===== src/hdl/ecd_fifo.sv =====
// Two-entry queue between the front end and the divider pipeline.
`default_nettype none

module ecd_fifo #(
  parameter int EW = 8
) (
  input  wire logic          clk_i,
  input  wire logic          rst_ni,
  input  wire logic          push_valid_i,
  output logic               push_ready_o,
  input  wire logic [EW-1:0] push_data_i,
  output logic               pop_valid_o,
  input  wire logic          pop_ready_i,
  output logic [EW-1:0]      pop_data_o
);

  localparam int Depth = 2;
  localparam int PW    = $clog2(Depth);

  logic [EW-1:0] mem_q [Depth];
  logic [PW-1:0] wr_q, rd_q;
  logic [PW:0]   cnt_q;
  logic          push, pop;

  assign push_ready_o = (cnt_q != (PW + 1)'(Depth));
  assign pop_valid_o  = (cnt_q != '0);
  assign pop_data_o   = mem_q[rd_q];
  assign push         = push_valid_i && push_ready_o;
  assign pop          = pop_valid_o && pop_ready_i;

  always_ff @(posedge clk_i or negedge rst_ni) begin
    if (!rst_ni) begin
      wr_q  <= '0;
      rd_q  <= '0;
      cnt_q <= '0;
    end else begin
      if (push) wr_q <= wr_q + 1'b1;
      if (pop)  rd_q <= rd_q + 1'b1;
      if (push && !pop)      cnt_q <= cnt_q + 1'b1;
      else if (pop && !push) cnt_q <= cnt_q - 1'b1;
    end
  end

  always_ff @(posedge clk_i) begin
    if (push) mem_q[wr_q] <= push_data_i;
  end

endmodule

`default_nettype wire


===== config.mk =====
export PLATFORM = sky130hd
export DESIGN_NAME = ecd_fifo
export DESIGN_NICKNAME = d
export VERILOG_FILES = /design/src/hdl/ecd_fifo.sv
export SDC_FILE = /design/constraint.sdc
export NUM_CORES = 1
export LEC_CHECK = 0
export BUFFER_PORTS_ARGS = -buffer_cell sky130_fd_sc_hd__buf_2
export CORE_MARGIN = 5
export CORE_UTILIZATION = 48
export DETAILED_ROUTE_END_ITERATION = 7
export GPL_ROUTABILITY_DRIVEN = 0
export PLACE_DENSITY = 0.74
export SLEW_MARGIN = 20
export SYNTH_ARGS = -nofsm -noshare
export SYNTH_HDL_FRONTEND = slang
export SYNTH_SLANG_ARGS = --single-unit

===== constraint.sdc =====
create_clock -name clk_i -period 1.7 [get_ports clk_i]
set_input_delay 0.17 -clock clk_i [delete_from_list [all_inputs] [get_ports clk_i]]
set_output_delay 0.17 -clock clk_i [all_outputs]
set_load 0.05 [all_outputs]

==> flow_metrics.env <==
export IMPL_syn_inst=43
export IMPL_ys_ff_latch=20
export IMPL_critical_path_arrival_ns=1.37
export IMPL_grt_pass1_wl_mm=2.05
export IMPL_sw_frac_of_total_pct=43.5
export IMPL_maxSlewViolCount=0
export IMPL_finalCriticalPeriod_ns=1.54
export IMPL_place_ws_ns=0.268
export IMPL_drt_iter0_drc=1
export IMPL_startpoint_type="flip-flop"
export IMPL_post_cts_repair_setup_buffers=0
export IMPL_worstPathRequired_ns=1.53
export IMPL_synth_net_count=56
export IMPL_die_w_um=50.5
export IMPL_netlist_top_cells_area="edfxtp_1, dfrtp_1, mux2_2, xnor2_1, xor2_1"
export IMPL_drive_above_1_share_pct=53.6
export IMPL_clk_pin_slew_ns=0.11
export IMPL_routed_via_density=4.92
export IMPL_synth_edf_count=16
export IMPL_p_int_mw=1.07
export IMPL_hpwl_um=890
export IMPL_clock_root_buffer="clkbuf_4"
export IMPL_rrSetupSlack_ns=0.26
export IMPL_fin_ws_ns=0.164
export IMPL_fmax_ghz=0.651
export IMPL_die_h_um=50.5
export IMPL_synthTopCellsByCount="edfxtp_1, mux2_2, dfrtp_1, xnor2_1"
export IMPL_syn_area_per_cell_um2=18.3
export IMPL_yosysMostFrequentCell="edfxtp_1"
export IMPL_finalInstanceArea_um2=952
export IMPL_grt_pass1_vias=461
export IMPL_max_cap_viol_count=0
export IMPL_rows=14
export IMPL_cts_sinks=20
export IMPL_grtUsageTotal_pct=10.6
export IMPL_coreArea_um2=1520
export IMPL_num_io_pins=22
export IMPL_place_port_buffers=21
export IMPL_peakVddDrop_mv=1.13
export IMPL_yosysWarnings=0
export IMPL_setup_viol=0
export IMPL_drc=0
export IMPL_ant_nets=0
export IMPL_outcome="completed"
export IMPL_power_density_nw_per_um2=1990
export IMPL_dieArea_um2=2550
export IMPL_place_area_um2=915
export IMPL_power_share_combinational_pct=46.7
export IMPL_synthArstFlopShare_pct=20.0
export IMPL_synth_top_area_share_pct=61.0
export IMPL_drt_first_pass_iters=3
export IMPL_slew_headroom_pct=75.2
export IMPL_syn2layout_area_growth_pct=21.0
export IMPL_worst_pin_slew_ns=0.371
export IMPL_fin_setup_tns_ns=0
export IMPL_clockBufferDepth=2
export IMPL_routed_wl_mm=1.21
export IMPL_diodes=0
export IMPL_critPathMaxFanout=9
export IMPL_cts_made_buffers=3
export IMPL_p_leak_nw=0.392
export IMPL_start_util_pct=51.6
export IMPL_cts_tree="yes"
export IMPL_hold_path_class="in2reg"
export IMPL_gr_total_overflow=0
export IMPL_clk_latency_ns=0.29
export IMPL_yosysSeqAreaShare_pct=73.8
export IMPL_hold_viol=0
export IMPL_fin_crit_sh_pct=90.3
export IMPL_vias=418
export IMPL_wire_per_inst_um=14.2
export IMPL_grt_max_degree=12
export IMPL_fin_worst_skew_ns=0.00795
export IMPL_synth_cell_types=14
export IMPL_synth_flop_cell="edfxtp_1"
export IMPL_end_kind="output port"
export IMPL_multi_input_area_um2=198
export IMPL_clkPwrFrac_pct=11.5
export IMPL_rsz0062_at_grt="false"
export IMPL_net_switching_power_mw=0.825
export IMPL_seqCellArea_um2=582
export IMPL_netlist_area_um2=787
export IMPL_critPathKind="reg2out"
export IMPL_nNetsFinal=83
export IMPL_fillCellCount=126
export IMPL_htreeDepth=1
export IMPL_antenna_found_initial=0
export IMPL_synth_top_cell_by_area="edfxtp_1"
export IMPL_p_seq_share_pct=41.8
## cell usage in the layout, fill, tap and decap left out
master	count
clkbuf_4	3
xnor2_1	3
buf_4	1
edfxtp_1	16
mux2_2	8
buf_2	21
clkinv_1	1
inv_1	1
dlygate4sd3_1	1
dfrtp_2	1
nand2_4	1
ha_1	1
xor2_1	2
and3_1	1
or2_4	1
dfrtp_1	3
nand2b_4	1
nor2_1	2
nand2_1	1
## stage by stage
stage	utilization [%]	hold WS [ns]	power (mW)	cells
after floorplan	-	-0.126	1.51	43
after global placement	60.0	-0.0162	1.68	80
after detailed placement	60.0	-0.0136	1.70	80
after CTS	62.4	0.0519	1.91	85
after global routing	62.5	0.0327	2.00	85
final	62.5	0.0556	1.90	85
## state kept, by name (all words and copies together) (netlist names)
| register | cells |
|---|---|
| cnt_q | 2 |
| wr_q | 1 |
| rd_q | 1 |
| mem_q | 16 |
## power groups by stage
stage | Combinational [mW] | Clock, mW | Sequential (mW)
floorplan | 0.766 | 0 | 0.745
CTS | 0.899 | 0.224 | 0.791
global route | 0.942 | 0.250 | 0.809
global placement | 0.888 | 0 | 0.795
detailed placement | 0.894 | 0 | 0.801
finish | 0.885 | 0.219 | 0.793
## area by class of cell
| cell class | count | area share, % |
|---|---|---|
| Multi-Input combinational cell | 21 | 20.8 |
| Tap cell | 16 | 2.10 |
| Sequential cell | 20 | 61.1 |
| Clock buffer | 3 | 2.37 |
| Clock inverter | 1 | 0.394 |
| Inverter | 1 | 0.394 |
| Timing Repair Buffer | 23 | 12.9 |
## routing by layer
metal	global-route usage, %	wire, µm	up-vias
li1	-	-	209
met5	0	0	-
met3	2.66	57	2
met1	13.6	537	194
met2	17.1	608	13
met4	3.83	6	0
## what timing repair did
action / in CTS / in global routing
hold buffers: 1 / 0
setup endpoints to repair: 0 / 8
endpoints found under the hold margin: 4 / 0
resized for setup: 0 / 1
## final timing paths
kind                                       from                     to  cells past startpoint
max                            rd_q$_DFFE_PN0P_          pop_data_o[6]                      2
min                              push_data_i[5]  mem_q[1][5]$_DFFE_PP_                      1
max reg2reg                cnt_q[0]$_DFFE_PN0P_   cnt_q[1]$_DFFE_PN0P_                      6
min reg2reg                    wr_q$_DFFE_PN0P_       wr_q$_DFFE_PN0P_                      1
max in group asynchronous                rst_ni       rd_q$_DFFE_PN0P_                      2
min in group asynchronous                rst_ni       wr_q$_DFFE_PN0P_                      2
## critical path, cell delays in order, from the launching register on
cell and delay, ns:
dfrtp_2 0.50, mux2_2 0.36, buf_2 0.21
## kinds of logic after synthesis
family | synth area share (%)
flops | 73.8
fa+ha+maj | 1.59
buf+inv | 1.11
mux | 11.4
xor+xnor | 5.57
simple gates | 6.52
Power figures use the tool's default switching activity.
